File: src/rtl/mmlsc_pkg.sv
// Package for the multi-motor limit-stop controller.
// Holds item kind codes, field widths, the per-item result struct and the duty magnitude function.
// No dependencies.
package mmlsc_pkg;

  localparam int MOTOR_W   = 3;
  localparam int DUTY_W    = 18;
  localparam int MAG_W     = 17;
  localparam int POS_W     = 32;
  localparam int COMPARE_W = 10;

  localparam logic [MAG_W-1:0] DUTY_FULL         = 17'h10000;
  localparam logic [POS_W-1:0] RESET_DESTINATION = 32'd100;

  typedef enum logic [1:0] {
    KIND_SET_DUTY_DIR = 2'd0,
    KIND_SET_DUTY     = 2'd1,
    KIND_SET_DEST     = 2'd2,
    KIND_TICK         = 2'd3
  } kind_t;

  // Outcome of one transaction on the addressed motor, after its update.
  typedef struct packed {
    logic             in_range;
    logic [MAG_W-1:0] magnitude;
    logic             forward;
    logic             stopped;
  } bank_result_t;

  // |duty| saturated at full scale. The most negative code negates to 2^17,
  // which still fits the unsigned 18-bit view and saturates like the rest.
  function automatic logic [MAG_W-1:0] duty_magnitude_of(input logic [DUTY_W-1:0] raw);
    logic [DUTY_W-1:0] abs_val;
    abs_val = raw[DUTY_W-1] ? (~raw + 18'd1) : raw;
    if (abs_val > {1'b0, DUTY_FULL}) begin
      return DUTY_FULL;
    end
    return abs_val[MAG_W-1:0];
  endfunction

endpackage

File: src/rtl/mmlsc_motor_bank.sv
// Per-motor state registers and their read-modify-write update.
// Depends on mmlsc_pkg for kind codes, widths and the result struct.
module mmlsc_motor_bank #(
  parameter int MOTOR_COUNT = 5
) (
  input  logic                                clk,
  input  logic                                rst,
  input  logic                                update,
  input  logic                                position_stop_enable,
  input  mmlsc_pkg::kind_t                    kind,
  input  logic [mmlsc_pkg::MOTOR_W-1:0]       motor,
  input  logic [mmlsc_pkg::DUTY_W-1:0]        duty,
  input  logic [mmlsc_pkg::POS_W-1:0]         target_position,
  input  logic [mmlsc_pkg::POS_W-1:0]         encoder_count,
  input  logic                                limit_near,
  input  logic                                limit_far,
  output mmlsc_pkg::bank_result_t             result
);

  logic [mmlsc_pkg::MAG_W-1:0] duty_magnitude      [MOTOR_COUNT];
  logic                        pin_forward         [MOTOR_COUNT];
  logic                        travel_forward      [MOTOR_COUNT];
  logic [mmlsc_pkg::POS_W-1:0] destination         [MOTOR_COUNT];
  logic                        approach_from_below [MOTOR_COUNT];

  logic [MOTOR_COUNT-1:0]      sel;
  logic                        in_range;

  logic [mmlsc_pkg::MAG_W-1:0] cur_mag;
  logic                        cur_pin;
  logic                        cur_trav;
  logic [mmlsc_pkg::POS_W-1:0] cur_dest;
  logic                        cur_afb;

  logic [mmlsc_pkg::MAG_W-1:0] mag_next;
  logic                        pin_next;
  logic                        trav_next;
  logic [mmlsc_pkg::POS_W-1:0] dest_next;
  logic                        afb_next;
  logic                        stop;
  logic                        limit_hit;
  logic                        reached;

  // Decode the motor field and read the addressed entry.
  always_comb begin
    cur_mag  = '0;
    cur_pin  = 1'b0;
    cur_trav = 1'b0;
    cur_dest = '0;
    cur_afb  = 1'b0;
    for (int i = 0; i < MOTOR_COUNT; i++) begin
      sel[i] = ({29'd0, motor} == 32'(i));
      if (sel[i]) begin
        cur_mag  = duty_magnitude[i];
        cur_pin  = pin_forward[i];
        cur_trav = travel_forward[i];
        cur_dest = destination[i];
        cur_afb  = approach_from_below[i];
      end
    end
    in_range = |sel;
  end

  always_comb begin
    mag_next  = cur_mag;
    pin_next  = cur_pin;
    trav_next = cur_trav;
    dest_next = cur_dest;
    afb_next  = cur_afb;
    limit_hit = (limit_near && cur_trav) || (limit_far && !cur_trav);
    reached   = cur_afb ? (encoder_count >= cur_dest) : (encoder_count <= cur_dest);
    stop      = 1'b0;
    unique case (kind)
      mmlsc_pkg::KIND_SET_DUTY_DIR: begin
        mag_next  = mmlsc_pkg::duty_magnitude_of(duty);
        pin_next  = !duty[mmlsc_pkg::DUTY_W-1] && (duty != '0);
        trav_next = pin_next;
      end
      mmlsc_pkg::KIND_SET_DUTY: begin
        mag_next = mmlsc_pkg::duty_magnitude_of(duty);
      end
      mmlsc_pkg::KIND_SET_DEST: begin
        afb_next  = encoder_count < target_position;
        trav_next = afb_next;
        dest_next = target_position;
      end
      mmlsc_pkg::KIND_TICK: begin
        stop = limit_hit || (position_stop_enable && reached);
        if (stop) begin
          mag_next  = '0;
          pin_next  = 1'b0;
          trav_next = 1'b0;
        end
      end
      default: begin
      end
    endcase

    // An out-of-range motor leaves everything alone and reports all zeros.
    result.in_range  = in_range;
    result.magnitude = in_range ? mag_next : '0;
    result.forward   = in_range && pin_next;
    result.stopped   = in_range && stop;
  end

  always_ff @(posedge clk) begin
    if (rst) begin
      for (int i = 0; i < MOTOR_COUNT; i++) begin
        duty_magnitude[i]      <= '0;
        pin_forward[i]         <= 1'b1;
        travel_forward[i]      <= 1'b1;
        destination[i]         <= mmlsc_pkg::RESET_DESTINATION;
        approach_from_below[i] <= 1'b1;
      end
    end else if (update) begin
      for (int i = 0; i < MOTOR_COUNT; i++) begin
        if (sel[i]) begin
          duty_magnitude[i]      <= mag_next;
          pin_forward[i]         <= pin_next;
          travel_forward[i]      <= trav_next;
          destination[i]         <= dest_next;
          approach_from_below[i] <= afb_next;
        end
      end
    end
  end

endmodule

File: src/rtl/mmlsc_pwm_scale.sv
// PWM compare scaling: ceil(PWM_TOP * magnitude / 2^16), saturated at PWM_TOP,
// truncated to the compare width. Depends on mmlsc_pkg for widths.
module mmlsc_pwm_scale #(
  parameter int PWM_TOP = 1023
) (
  input  logic [mmlsc_pkg::MAG_W-1:0]     magnitude,
  output logic [mmlsc_pkg::COMPARE_W-1:0] compare_value
);

  localparam logic [15:0] TOP = 16'(PWM_TOP);

  logic [33:0] product;
  logic [17:0] quotient;
  logic [17:0] saturated;

  always_comb begin
    product   = 34'(TOP) * 34'(magnitude) + 34'd65535;
    quotient  = product[33:16];
    saturated = (quotient > 18'(TOP)) ? 18'(TOP) : quotient;
    compare_value = saturated[mmlsc_pkg::COMPARE_W-1:0];
  end

endmodule

File: src/rtl/multi_motor_limit_stop_controller_top.sv
// Top level of the multi-motor limit-stop controller.
// Depends on mmlsc_pkg, mmlsc_motor_bank and mmlsc_pwm_scale.
//
// Usage:
// Each input transaction carries a kind, a motor index and the fields that kind
// uses (duty, target_position, encoder_count, limit switches). Every input
// transaction yields exactly one output transaction: the motor index, the PWM
// compare value and direction line now applied to that motor, and a flag that
// a tick forced a stop. Indexes at or above MOTOR_COUNT change nothing and
// report zeros.
// Each accepted transaction passes an input register, then the motor state
// read-modify-write and compare scaling, which land in the output register
// at the same edge. Throughput is one transaction per cycle while the
// receiver does not stall; the next item sees the state left by the one
// before it. When the receiver stalls, the output register holds its
// result and an empty input register can still take one more transaction
// before in_stall rises. The user must write position_stop_enable through
// cfg_write_enable/cfg_write_data only while the block is idle; the block does
// not enforce this. Synchronous reset empties both registers, clears the enable
// and returns every motor to zero duty, forward direction and destination 100 approached from below.
module multi_motor_limit_stop_controller_top #(
  parameter int MOTOR_COUNT = 5,
  parameter int PWM_TOP     = 1023
) (
  input  logic                                clk,
  input  logic                                rst,
  input  logic                                cfg_write_enable,
  input  logic                                cfg_write_data,
  input  logic                                in_valid,
  output logic                                in_stall,
  input  logic [1:0]                          kind,
  input  logic [mmlsc_pkg::MOTOR_W-1:0]       motor,
  input  logic signed [mmlsc_pkg::DUTY_W-1:0] duty,
  input  logic [mmlsc_pkg::POS_W-1:0]         target_position,
  input  logic [mmlsc_pkg::POS_W-1:0]         encoder_count,
  input  logic                                limit_near,
  input  logic                                limit_far,
  output logic                                out_valid,
  input  logic                                out_stall,
  output logic [mmlsc_pkg::MOTOR_W-1:0]       motor_out,
  output logic [mmlsc_pkg::COMPARE_W-1:0]     compare_value,
  output logic                                forward,
  output logic                                stopped
);

  logic                           position_stop_enable;

  logic                           s1_valid;
  mmlsc_pkg::kind_t               s1_kind;
  logic [mmlsc_pkg::MOTOR_W-1:0]  s1_motor;
  logic [mmlsc_pkg::DUTY_W-1:0]   s1_duty;
  logic [mmlsc_pkg::POS_W-1:0]    s1_target;
  logic [mmlsc_pkg::POS_W-1:0]    s1_encoder;
  logic                           s1_near;
  logic                           s1_far;

  logic                           advance;
  mmlsc_pkg::bank_result_t        bank_result;
  logic [mmlsc_pkg::COMPARE_W-1:0] compare_next;

  // The output register can load when it is empty or its result is being taken.
  assign advance  = !out_valid || !out_stall;
  assign in_stall = s1_valid && !advance;

  always_ff @(posedge clk) begin
    if (rst) begin
      position_stop_enable <= 1'b0;
    end else if (cfg_write_enable) begin
      position_stop_enable <= cfg_write_data;
    end
  end

  always_ff @(posedge clk) begin
    if (rst) begin
      s1_valid <= 1'b0;
    end else if (!in_stall) begin
      s1_valid <= in_valid;
    end
  end

  always_ff @(posedge clk) begin
    if (in_valid && !in_stall) begin
      s1_kind    <= mmlsc_pkg::kind_t'(kind);
      s1_motor   <= motor;
      s1_duty    <= duty;
      s1_target  <= target_position;
      s1_encoder <= encoder_count;
      s1_near    <= limit_near;
      s1_far     <= limit_far;
    end
  end

  mmlsc_motor_bank #(
    .MOTOR_COUNT(MOTOR_COUNT)
  ) u_bank (
    .clk                  (clk),
    .rst                  (rst),
    .update               (s1_valid && advance),
    .position_stop_enable (position_stop_enable),
    .kind                 (s1_kind),
    .motor                (s1_motor),
    .duty                 (s1_duty),
    .target_position      (s1_target),
    .encoder_count        (s1_encoder),
    .limit_near           (s1_near),
    .limit_far            (s1_far),
    .result               (bank_result)
  );

  mmlsc_pwm_scale #(
    .PWM_TOP(PWM_TOP)
  ) u_scale (
    .magnitude     (bank_result.magnitude),
    .compare_value (compare_next)
  );

  always_ff @(posedge clk) begin
    if (rst) begin
      out_valid <= 1'b0;
    end else if (advance) begin
      out_valid <= s1_valid;
    end
  end

  always_ff @(posedge clk) begin
    if (advance && s1_valid) begin
      motor_out     <= s1_motor;
      compare_value <= compare_next;
      forward       <= bank_result.forward;
      stopped       <= bank_result.stopped;
    end
  end

endmodule

File: config.mk
export PLATFORM = sky130hd
export DESIGN_NAME = multi_motor_limit_stop_controller_top
export DESIGN_NICKNAME = d
export VERILOG_FILES = /design/src/rtl/mmlsc_pkg.sv /design/src/rtl/mmlsc_motor_bank.sv /design/src/rtl/mmlsc_pwm_scale.sv /design/src/rtl/multi_motor_limit_stop_controller_top.sv
export SDC_FILE = /design/constraint.sdc
export NUM_CORES = 1
export LEC_CHECK = 0
export BUFFER_PORTS_ARGS = -buffer_cell sky130_fd_sc_hd__buf_4
export CAP_MARGIN = 40
export CORE_ASPECT_RATIO = 0.5
export CORE_MARGIN = 2
export CORE_UTILIZATION = 45
export DETAILED_ROUTE_END_ITERATION = 16
export PLACE_DENSITY_LB_ADDON = 0.08
export SLEW_MARGIN = 20
export SYNTH_ARGS = -nofsm -noshare
export SYNTH_HDL_FRONTEND = slang
export SYNTH_SLANG_ARGS = --single-unit
export TNS_END_PERCENT = 100
File: constraint.sdc
create_clock -name clk -period 26.9 [get_ports clk]
set_input_delay 4.035 -clock clk [delete_from_list [all_inputs] [get_ports clk]]
set_output_delay 4.035 -clock clk [all_outputs]
set_load 0.03 [all_outputs]
==> results of run 1 <==
## cell families (layout without fill, tap and decap cells)
logic type                 count (synthesis)  in the layout  share of synthesized area (%)
AOI/OAI and AO/OA                        322            322                          10.52
DFF                                      367            367                          53.53
xor gates and xnor gates                  23             23                         0.9811
and+or+nand+nor                          312            312                          7.605
buffers and inverters                    238            384                          4.442
muxes                                     62             62                          5.131
adders and majority gates                235            235                          17.79
## state kept, by name (all words and copies together), names as in the netlist, 5 cells and up
name,flops
u_bank.approach_from_below,5
u_bank.pin_forward,5
u_bank.travel_forward,5
compare_value,10
s1_duty,18
s1_target,32
u_bank.destination,160
u_bank.duty_magnitude,85
s1_encoder,32
## layer usage
metal	track usage, %	routed length (um)	part of all wire [%]	vias to the layer above
met3	3.474	2287	4.7	54
met1	28.24	22110	45	6467
met4	4.272	785	1.6	0
li1	-	-	-	5985
met2	35.32	23800	49	316
met5	0	0	0	-
## synth_stat cells, drive strengths merged, types with 34 or more instances
master,count
a21oi,99
a22oi,41
and3,39
clkbuf,44
edfxtp,364
fa,95
ha,140
inv,177
mux4,34
nand2,53
nor2,110
o21ai,48
## tightest hold or removal path: stages (launching register included)
cell	delay, ps
dfxtp_1	350
a21oi_1	50
nor2_1	80
## final cells by class
type                            instances  area, um^2
Inverter                              178       668.1
Clock inverter                         19       222.7
Clock buffer                           46       959.7
Sequential cell                       367       10990
Multi-Input combinational cell        954        8690
Fill cell                            3861       21700
Timing Repair Buffer                  141        1160
Tap cell                              598       748.2
## power breakdown
| group | internal [mW] | switching [mW] | total [mW] |
|---|---|---|---|
| clock network | 0.295 | 0.220 | 0.515 |
| registers | 0.674 | 0.0131 | 0.687 |
| logic | 0.265 | 0.363 | 0.629 |
| total | 1.23 | 0.597 | 1.83 |
## placed cells by master, fill, tap and decap left out, drive strengths merged, types with 10 or more instances in the layout
| master | netlist | routed |
|---|---|---|
| a21o | 31 | 31 |
| nand2 | 53 | 53 |
| nor2b | 12 | 12 |
| or2 | 19 | 19 |
| clkbuf | 44 | 47 |
| o21ai | 48 | 48 |
| nor2 | 110 | 110 |
| a21oi | 99 | 99 |
| inv | 177 | 180 |
| edfxtp | 364 | 364 |
| and3 | 39 | 39 |
| xnor2 | 14 | 14 |
| mux2i | 25 | 25 |
| ha | 140 | 140 |
| nand4 | 16 | 16 |
| nand3 | 17 | 17 |
| o22ai | 15 | 15 |
| a22oi | 41 | 41 |
| clkinv | 1 | 12 |
| mux4 | 34 | 34 |
| a211oi | 10 | 10 |
| buf | 16 | 140 |
| fa | 95 | 95 |
## worst min-delay path by stage
| stage | start | endpoint | slack, ps | cells after the start |
|---|---|---|---|---|
| floorplan | s1_motor[0]$_DFFE_PP_ | motor_out[0]$_DFFE_PP_ | 420 | 0 |
| global placement | s1_valid$_SDFFE_PP0N_ | out_valid$_SDFFE_PP0N_ | 470 | 2 |
| detailed placement | s1_valid$_SDFFE_PP0N_ | out_valid$_SDFFE_PP0N_ | 490 | 2 |
| CTS | s1_valid$_SDFFE_PP0N_ | out_valid$_SDFFE_PP0N_ | 510 | 2 |
| global route | s1_valid$_SDFFE_PP0N_ | out_valid$_SDFFE_PP0N_ | 550 | 2 |
| finish | s1_valid$_SDFFE_PP0N_ | out_valid$_SDFFE_PP0N_ | 510 | 2 |
## through the flow
stage	area [um^2]	setup WS [ps]
6_report	23440	15930
4_1_cts	23350	15690
5_1_grt	23440	15340
3_5_place_dp	22170	15710
3_3_place_gp	22060	15670
2_1_floorplan	20530	16840
==> flow_summary.toml, run 1 <==
[drt]
routed_wirelength_mm = 48.98
drt_iter0_markers = 970
ant_nets = 0
wl_per_cell_um = 21.27
drtPass1Iterations = 6
drc_errors = 0
vias = 12820
viasPerCell = 5.568

[timing]
slew_viol_final = 0
max-slew-margin-rel_pct = 32.13
rsz0062_at_grt = "false"
fin_crit_ps = 10970
clock.fmax_ghz = 0.09114
setup_violations = 0
final_hold_viol_count = 0
fin_setup_tns_ps = 0
finalClockSkew_ps = 22.18
final.period_utilization_pct = 40.79
tightest_slew_ps = 1018
hold-worst-slack_ps = 513.7

[setup_path]
cp.arrival_ps = 11250
end_kind = "flop"
cp_num_cells = 35
timing.rr.end = "compare_value[0]$_SDFFCE_PN1P_"
path_delay_family = "compound AO/OA/AOI/OAI gates"
worstRegToRegCells = 35
max_stage_delay_ps = 750
reg2reg_from = "s1_motor[1]$_DFFE_PP_"
crit_fanout = 59
slowest_stage = "a32oi_1"
path_class = "reg2reg"
cp-startpoint = "s1_motor[1]$_DFFE_PP_"
worstPathRequired_ps = 27180
start_kind = "flop"
regToRegSetupSlack_ps = 15930
crit_end = "compare_value[0]$_SDFFCE_PN1P_"
crit_buf_inv = 7

[yosys]
ys_warn_count = 0
synthCells = 1559
synth_area_leader_cell = "edfxtp_1"
synth_top_area_share_pct = 53.24
syn_area_per_cell_um2 = 13.17
synth_seq_cells = 367
synthesis.area_um2 = 20530
synth_edf_count = 364
async_flop_share_pct = 0
synth_ff_type = "edfxtp_1"
synth_area_leaders = "edfxtp_1, fa_1, ha_1"
syn_nets = 1889
ys_types = 78
ys_seq_area_share_pct = 53.53

[cells_and_area]
stdcell_count = 2303
nets = 2008
antenna_cells = 0
drive_above_1_share_pct = 15.48
utilization_pct = 51.92
syn_to_final_growth_pct = 14.16

[pwr]
ir_drop_v = 0.00005347
p_total_mw = 1.831
p_per_area_nw_per_um2 = 78.11
cellLeakagePower_nw = 9.626

[clock_tree]
cts_made_buffers = 36
hold_buffers = 0
cts_max_path_buffers = 3
cts_resized = 0
cts_max_level = 2
cts_setup_buffers = 0
clk_latency_ps = 560
cts_tree = "done"
cts_root_buf = "clkbuf_16"
clk_pin_slew_ps = 60
cts.sinks = 367

[place]
place.gp.congestion = 0.8558
place_hpwl_mm = 32.95
dpl.cell_count = 2232
port_buffers = 111

[floorplanning]
io_pins = 112
die_area_um2 = 47460
core_area_um2 = 45140
die_w_um = 306.1
std_cell_rows = 55
die_y_um = 155.0
initial_utilization_pct = 45.48

[grt]
grt_pass1_vias = 13140
grt.total_usage_pct = 20.71
grt_max_degree = 68
grt_pass1_wl_mm = 75.23
grt-ovfl-total = 0
antenna_found_initial = 0

[min_path]
hold_class = "reg2reg"

[flow_run]
max_cap_viol_count = 0

[status]
outcome = "completed"
Power figures use the tool's default switching activity.
==> run 2: changes to the inputs <==
==> constraint.sdc (replaced) <==
create_clock -name clk -period 9.35 [get_ports clk]
set_input_delay 1.4025 -clock clk [delete_from_list [all_inputs] [get_ports clk]]
set_output_delay 1.4025 -clock clk [all_outputs]
set_load 0.03 [all_outputs]
==> run 2 against run 1 <==
Global-route usage increased by 0.44 points. Sequential power increased to 2.9 times the previous value. Cell area increased by 1.6%. Via count rose by 1.5%. Sequential share of layout area decreased by 0.72 points. Combinational power rose to 3.1 times the previous value. Die area unchanged. Utilization increased by 0.81 points. Largest power group unchanged.
==> flow_summary.toml, run 2 (same netlist as run 1, synthesis figures left out) <==
[status]
outcome = "completed"

[floorplanning]
initial_utilization_pct = 45.48
die_y_um = 155.0
die_area_um2 = 47460
die_w_um = 306.1
io_pins = 112
std_cell_rows = 55
core_area_um2 = 45140

[setup_path]
worstPathRequired_ps = 9610
path_class = "reg2reg"
reg2reg_from = "s1_motor[0]$_DFFE_PP_"
path_common_cell = "fa_1"
worstRegToRegCells = 31
timing.rr.end = "compare_value[1]$_SDFFCE_PN1P_"
max_stage_delay_ps = 600
cp.arrival_ps = 9240
regToRegSetupSlack_ps = 370
end_kind = "flop"
start_kind = "flop"
crit_fanout = 19
slowest_stage = "fa_1"

[timing]
final_hold_viol_count = 0
finalClockSkew_ps = 24.33
worst_slack_ps = 365.8
max-slew-margin-rel_pct = 49.72
fin_setup_tns_ps = 0
clock.fmax_ghz = 0.1113
slew_viol_final = 0
fin_crit_ps = 8984
hold-worst-slack_ps = 495.6
tightest_slew_ps = 747.3
final.period_utilization_pct = 96.09
setup_violations = 0

[pwr]
p_total_mw = 5.284
p_clk_share_pct = 25.6
pwr-share-seq_pct = 37.4
cellLeakagePower_nw = 9.788
switching_share_pct = 33.60
combPwrFrac_pct = 36.9
internal_power_mw = 3.509
p_per_area_nw_per_um2 = 222.0
ir_drop_v = 0.0001501
switchingPower_mw = 1.775

[min_path]
hold_depth = 2
hold_start = "s1_valid$_SDFFE_PP0N_"
hold_class = "reg2reg"
hold_path_end = "out_valid$_SDFFE_PP0N_"

[grt]
grt_pass1_vias = 13250
grt-ovfl-total = 0
grt_max_degree = 58
antenna_found_initial = 0
grt.total_usage_pct = 21.16
grt_pass1_wl_mm = 76.93

[cells_and_area]
nets = 2045
stdcell_count = 2333
antenna_cells = 0
largest_reg_flops = 160
reg.largest.list = "u_bank.destination: 160 flops, u_bank.duty_magnitude: 85 flops"
syn_to_final_growth_pct = 15.93
n_fill_cell = 3795
layout_common_cells = "edfxtp_1, inv_1, buf_4, ha_1, nor2_1"
regMostFlops = "u_bank.destination"
final_common_cell = "edfxtp_1"
drive_above_1_share_pct = 18.90

[clock_tree]
cts_tree = "done"
clk_latency_ps = 540
cts_max_level = 2
cts.sinks = 367
cts_max_path_buffers = 3
clk_pin_slew_ps = 70
cts_root_buf = "clkbuf_16"
cts_made_buffers = 35

[drt]
vias = 13020
drc_errors = 0
viasPerCell = 5.580
drt_iter0_markers = 878
wl_per_cell_um = 21.58
drtPass1Iterations = 7
ant_nets = 0
routed_wirelength_mm = 50.36

[place]
preCtsSetupSlack_ps = -311.2
port_buffers = 111
place.gp.congestion = 0.8683
place_hpwl_mm = 35.58
dpl.cell_count = 2269

[flow_run]
max_cap_viol_count = 0
run 2: changes by cell type in the layout (fill, tap and decap cells not counted), sizes merged:
cell      previous run  this run
inv                180       181
clkbuf              47        38
clkinvlp             1         4
buf                140       178
bufinv               4         1
run 2: per-stage QoR:
| stage | utilization (%) | area [um^2] |
|---|---|---|
| 6_report | 52.73 | 23800 |
| 5_1_grt | 52.73 | 23800 |
| 4_1_cts | 52.34 | 23630 |
| 3_5_place_dp | 49.94 | 22540 |
| 3_3_place_gp | 49.60 | 22390 |
| 2_1_floorplan | - | 20550 |
run 2: what timing repair did:
action / 4_1_cts / 5_1_grt
buffers inserted: 2 / 3
endpoints found under the setup margin: 10 / 10
pin swaps: 1 / 3
cloned: 0 / 1
gates resized for setup: 6 / 26
hold buffers: 0 / 0
run 2: worst max-delay path by stage:
| stage | startpoint | slack, ps | endpoint |
|---|---|---|---|
| after detailed placement | s1_motor[0]$_DFFE_PP_ | -310 | compare_value[9]$_SDFFCE_PN1P_ |
| after floorplan | s1_motor[0]$_DFFE_PP_ | 0.9 | compare_value[9]$_SDFFCE_PN1P_ |
| final | s1_motor[0]$_DFFE_PP_ | 370 | compare_value[1]$_SDFFCE_PN1P_ |
| after global routing | s1_motor[0]$_DFFE_PP_ | -40 | compare_value[1]$_SDFFCE_PN1P_ |
| after global placement | s1_motor[0]$_DFFE_PP_ | 10 | compare_value[9]$_SDFFCE_PN1P_ |
| after CTS | s1_motor[0]$_DFFE_PP_ | 50 | compare_value[1]$_SDFFCE_PN1P_ |
run 2: layout make-up:
cell class / count / area, um^2 / area share (%)
Inverter: 178 / 668.1 / 2.807
Clock buffer: 37 / 883.3 / 3.711
Timing Repair Buffer: 179 / 1530 / 6.429
Sequential cell: 367 / 10990 / 46.17
Clock inverter: 20 / 168.9 / 0.7096
Tap cell: 598 / 748.2 / 3.143
Multi-Input combinational cell: 954 / 8813 / 37.03
run 2: power by group through the flow:
stage / sequential [mW] / clock [mW] / combinational (mW)
finish: 1.98 / 1.35 / 1.95
global route: 1.99 / 1.45 / 2.22
CTS: 1.98 / 1.39 / 1.92
detailed placement: 2.02 / 0 / 1.88
global placement: 2.01 / 0 / 1.84
floorplan: 2.04 / 0 / 1.32
run 2: routing by layer:
layer,vias to the layer above,track usage (%),wire length [um],part of all wire (%)
li1,6051,-,-,-
met1,6572,29.01,22750,45
met2,327,36.18,24230,48
met3,69,2.983,2408,4.8
met4,0,4.669,964,1.9
met5,-,0,0,0
run 2: critical path, delay by kind of cell (launching register included):
| kind | cells | cell delay, ps |
|---|---|---|
| simple gates | 2 | 970 |
| buf+inv | 6 | 720 |
| fa+ha+maj | 7 | 3210 |
| flops | 1 | 350 |
| compound gates | 14 | 2600 |
| mux | 2 | 810 |
==> run 3: changes to the inputs <==
--- a/config.mk
+++ b/config.mk
@@ -7,11 +7,14 @@
 export LEC_CHECK = 0
 export BUFFER_PORTS_ARGS = -buffer_cell sky130_fd_sc_hd__buf_4
 export CAP_MARGIN = 40
+export CELL_PAD_IN_SITES_DETAIL_PLACEMENT = 1
+export CELL_PAD_IN_SITES_GLOBAL_PLACEMENT = 2
 export CORE_ASPECT_RATIO = 0.5
-export CORE_MARGIN = 2
-export CORE_UTILIZATION = 45
+export CORE_MARGIN = 3
+export CORE_UTILIZATION = 40
 export DETAILED_ROUTE_END_ITERATION = 16
 export PLACE_DENSITY_LB_ADDON = 0.08
+export RECOVER_POWER = 50
 export SLEW_MARGIN = 20
 export SYNTH_ARGS = -nofsm -noshare
 export SYNTH_HDL_FRONTEND = slang
==> run 3 against run 2 <==
The run now ends with max-capacitance violations, max-slew violations left. Critical path type unchanged. Combinational power up 13%. Non-clock buffer count up 49. Largest cell class unchanged. Wire length up 13%. Count of clock-buffer cells in the layout up 10. Cell area up 3.3%. Clock power up 13%. Highest routed layer unchanged.
==> flow_summary.toml, run 3 (same netlist as run 1, synthesis figures left out) <==
[place]
place.gp.congestion = 0.8094
port_buffers = 111
preCtsSetupSlack_ps = -365.3
place_hpwl_mm = 40.60
placed_area_um2 = 22930
dpl.cell_count = 2391

[drt]
routed_wirelength_mm = 57.12
ant_nets = 0
drc_errors = 0
drt_iter0_markers = 947
vias = 13440
drtPass1Iterations = 5
viasPerCell = 5.409
wl_per_cell_um = 23.00

[setup_path]
end_kind = "flop"
start_kind = "flop"
path_class = "reg2reg"
worstPathRequired_ps = 9610
crit_fanout = 9
max_stage_delay_ps = 570
cp.arrival_ps = 9330
path_common_cell = "fa_1"
slowest_stage = "fa_1"

[pwr]
p_total_mw = 5.721
ir_drop_v = 0.0003960
p_per_area_nw_per_um2 = 232.6
cellLeakagePower_nw = 10.10

[timing]
setup_violations = 0
clock.fmax_ghz = 0.1103
final.period_utilization_pct = 96.93
slew_viol_final = 45
tightest_slew_ps = 2721
worst_slack_ps = 287.4
fin_crit_ps = 9063
fin_setup_tns_ps = 0
rsz0062_at_grt = "true"
final_hold_viol_count = 0
finalClockSkew_ps = 23.44
max-slew-margin-rel_pct = -81.39

[cells_and_area]
stdcell_count = 2484
regMostFlops = "u_bank.destination"
n_fill_cell = 5161
syn_to_final_growth_pct = 19.77
layout_common_cells = "edfxtp_1, inv_1, ha_1, buf_4, nor2_1"
reg.largest.list = "u_bank.destination: 160 flops, u_bank.duty_magnitude: 85 flops"
final_area_um2 = 24590
antenna_cells = 0
largest_reg_flops = 160
drive_above_1_share_pct = 22.41
nets = 2096
final_common_cell = "edfxtp_1"

[clock_tree]
cts_made_buffers = 37
cts_tree = "done"
cts.sinks = 367
hold_buffers = 0
cts_max_path_buffers = 3
clk_latency_ps = 560
cts_root_buf = "clkbuf_16"
cts_max_level = 2
clk_pin_slew_ps = 70

[floorplanning]
io_pins = 112
core_area_um2 = 50510
die_area_um2 = 54250
std_cell_rows = 58
die_y_um = 166.2
initial_utilization_pct = 40.65
die_w_um = 326.4

[grt]
gr-usage-met2_pct = 35.27
grt_max_degree = 58
busiest_layer = "met2"
grt-ovfl-total = 0
met1_usage_pct = 29.12
grt_pass1_wl_mm = 87.24
antenna_found_initial = 0
use_met3_pct = 2.911
grt_pass1_vias = 14680
grt.total_usage_pct = 20.81

[flow_run]
max_cap_viol_count = 1

[status]
violations = "max-capacitance violations, max-slew violations"
outcome = "finished, violations left"

[min_path]
hold_class = "reg2reg"
## run 3: cell type report
class                   count  area (um^2)  share of cell area, %
clock buffers              47         1005                  4.086
clock inverters            20        220.2                 0.8955
inverters                 178        668.1                  2.717
multi-input cells         954         8910                  36.23
flip-flops and latches    367        10990                  44.69
well taps                 690        863.3                  3.511
repair buffers            228         1934                  7.866
## run 3: repair_timing
action                                  in CTS  in global routing
endpoints found under the setup margin      10                 10
pin swaps                                    3                 19
setup buffers                                8                 15
hold endpoints to repair                     0                  0
gates resized for setup                     12                 58
cloned                                       1                  1
## run 3: metal layers
| layer | vias up | share of wire [%] |
|---|---|---|
| met2 | 205 | 49 |
| met1 | 6998 | 46 |
| li1 | 6179 | - |
| met5 | - | 0 |
| met4 | 0 | 1.3 |
| met3 | 53 | 3.5 |
## run 3: stage by stage
stage	util (%)	hold slack (ps)
after floorplan	-	420.6
after global placement	45.07	464.7
after detailed placement	45.39	500.8
after CTS	48.10	506.3
after global routing	48.69	513.8
final	48.69	498.8
## run 3: worst max-delay path: cells and delay by family, from the launching register on
| kind | cells | cell delay, ps |
|---|---|---|
| flops | 1 | 460 |
| buf+inv | 10 | 1360 |
| simple gates | 5 | 1060 |
| fa+ha+maj | 7 | 3260 |
| mux | 1 | 150 |
| compound gates | 12 | 2470 |
## run 3: final timing paths
kind | slack (ps) | end | startpoint | cells after the start
hold reg to reg | 500 | out_valid$_SDFFE_PP0N_ | s1_valid$_SDFFE_PP0N_ | 2
hold / removal | 500 | out_valid$_SDFFE_PP0N_ | s1_valid$_SDFFE_PP0N_ | 2
setup reg to reg | 290 | compare_value[9]$_SDFFCE_PN1P_ | s1_motor[0]$_DFFE_PP_ | 35
setup / recovery | 290 | compare_value[9]$_SDFFCE_PN1P_ | s1_motor[0]$_DFFE_PP_ | 35
## run 3: power by group
| group | internal (mW) | total (mW) | switching [mW] |
|---|---|---|---|
| combinational | 0.984 | 2.21 | 1.23 |
| clock | 0.857 | 1.52 | 0.666 |
| sequential | 1.94 | 1.98 | 0.0441 |
| total | 3.78 | 5.72 | 1.94 |
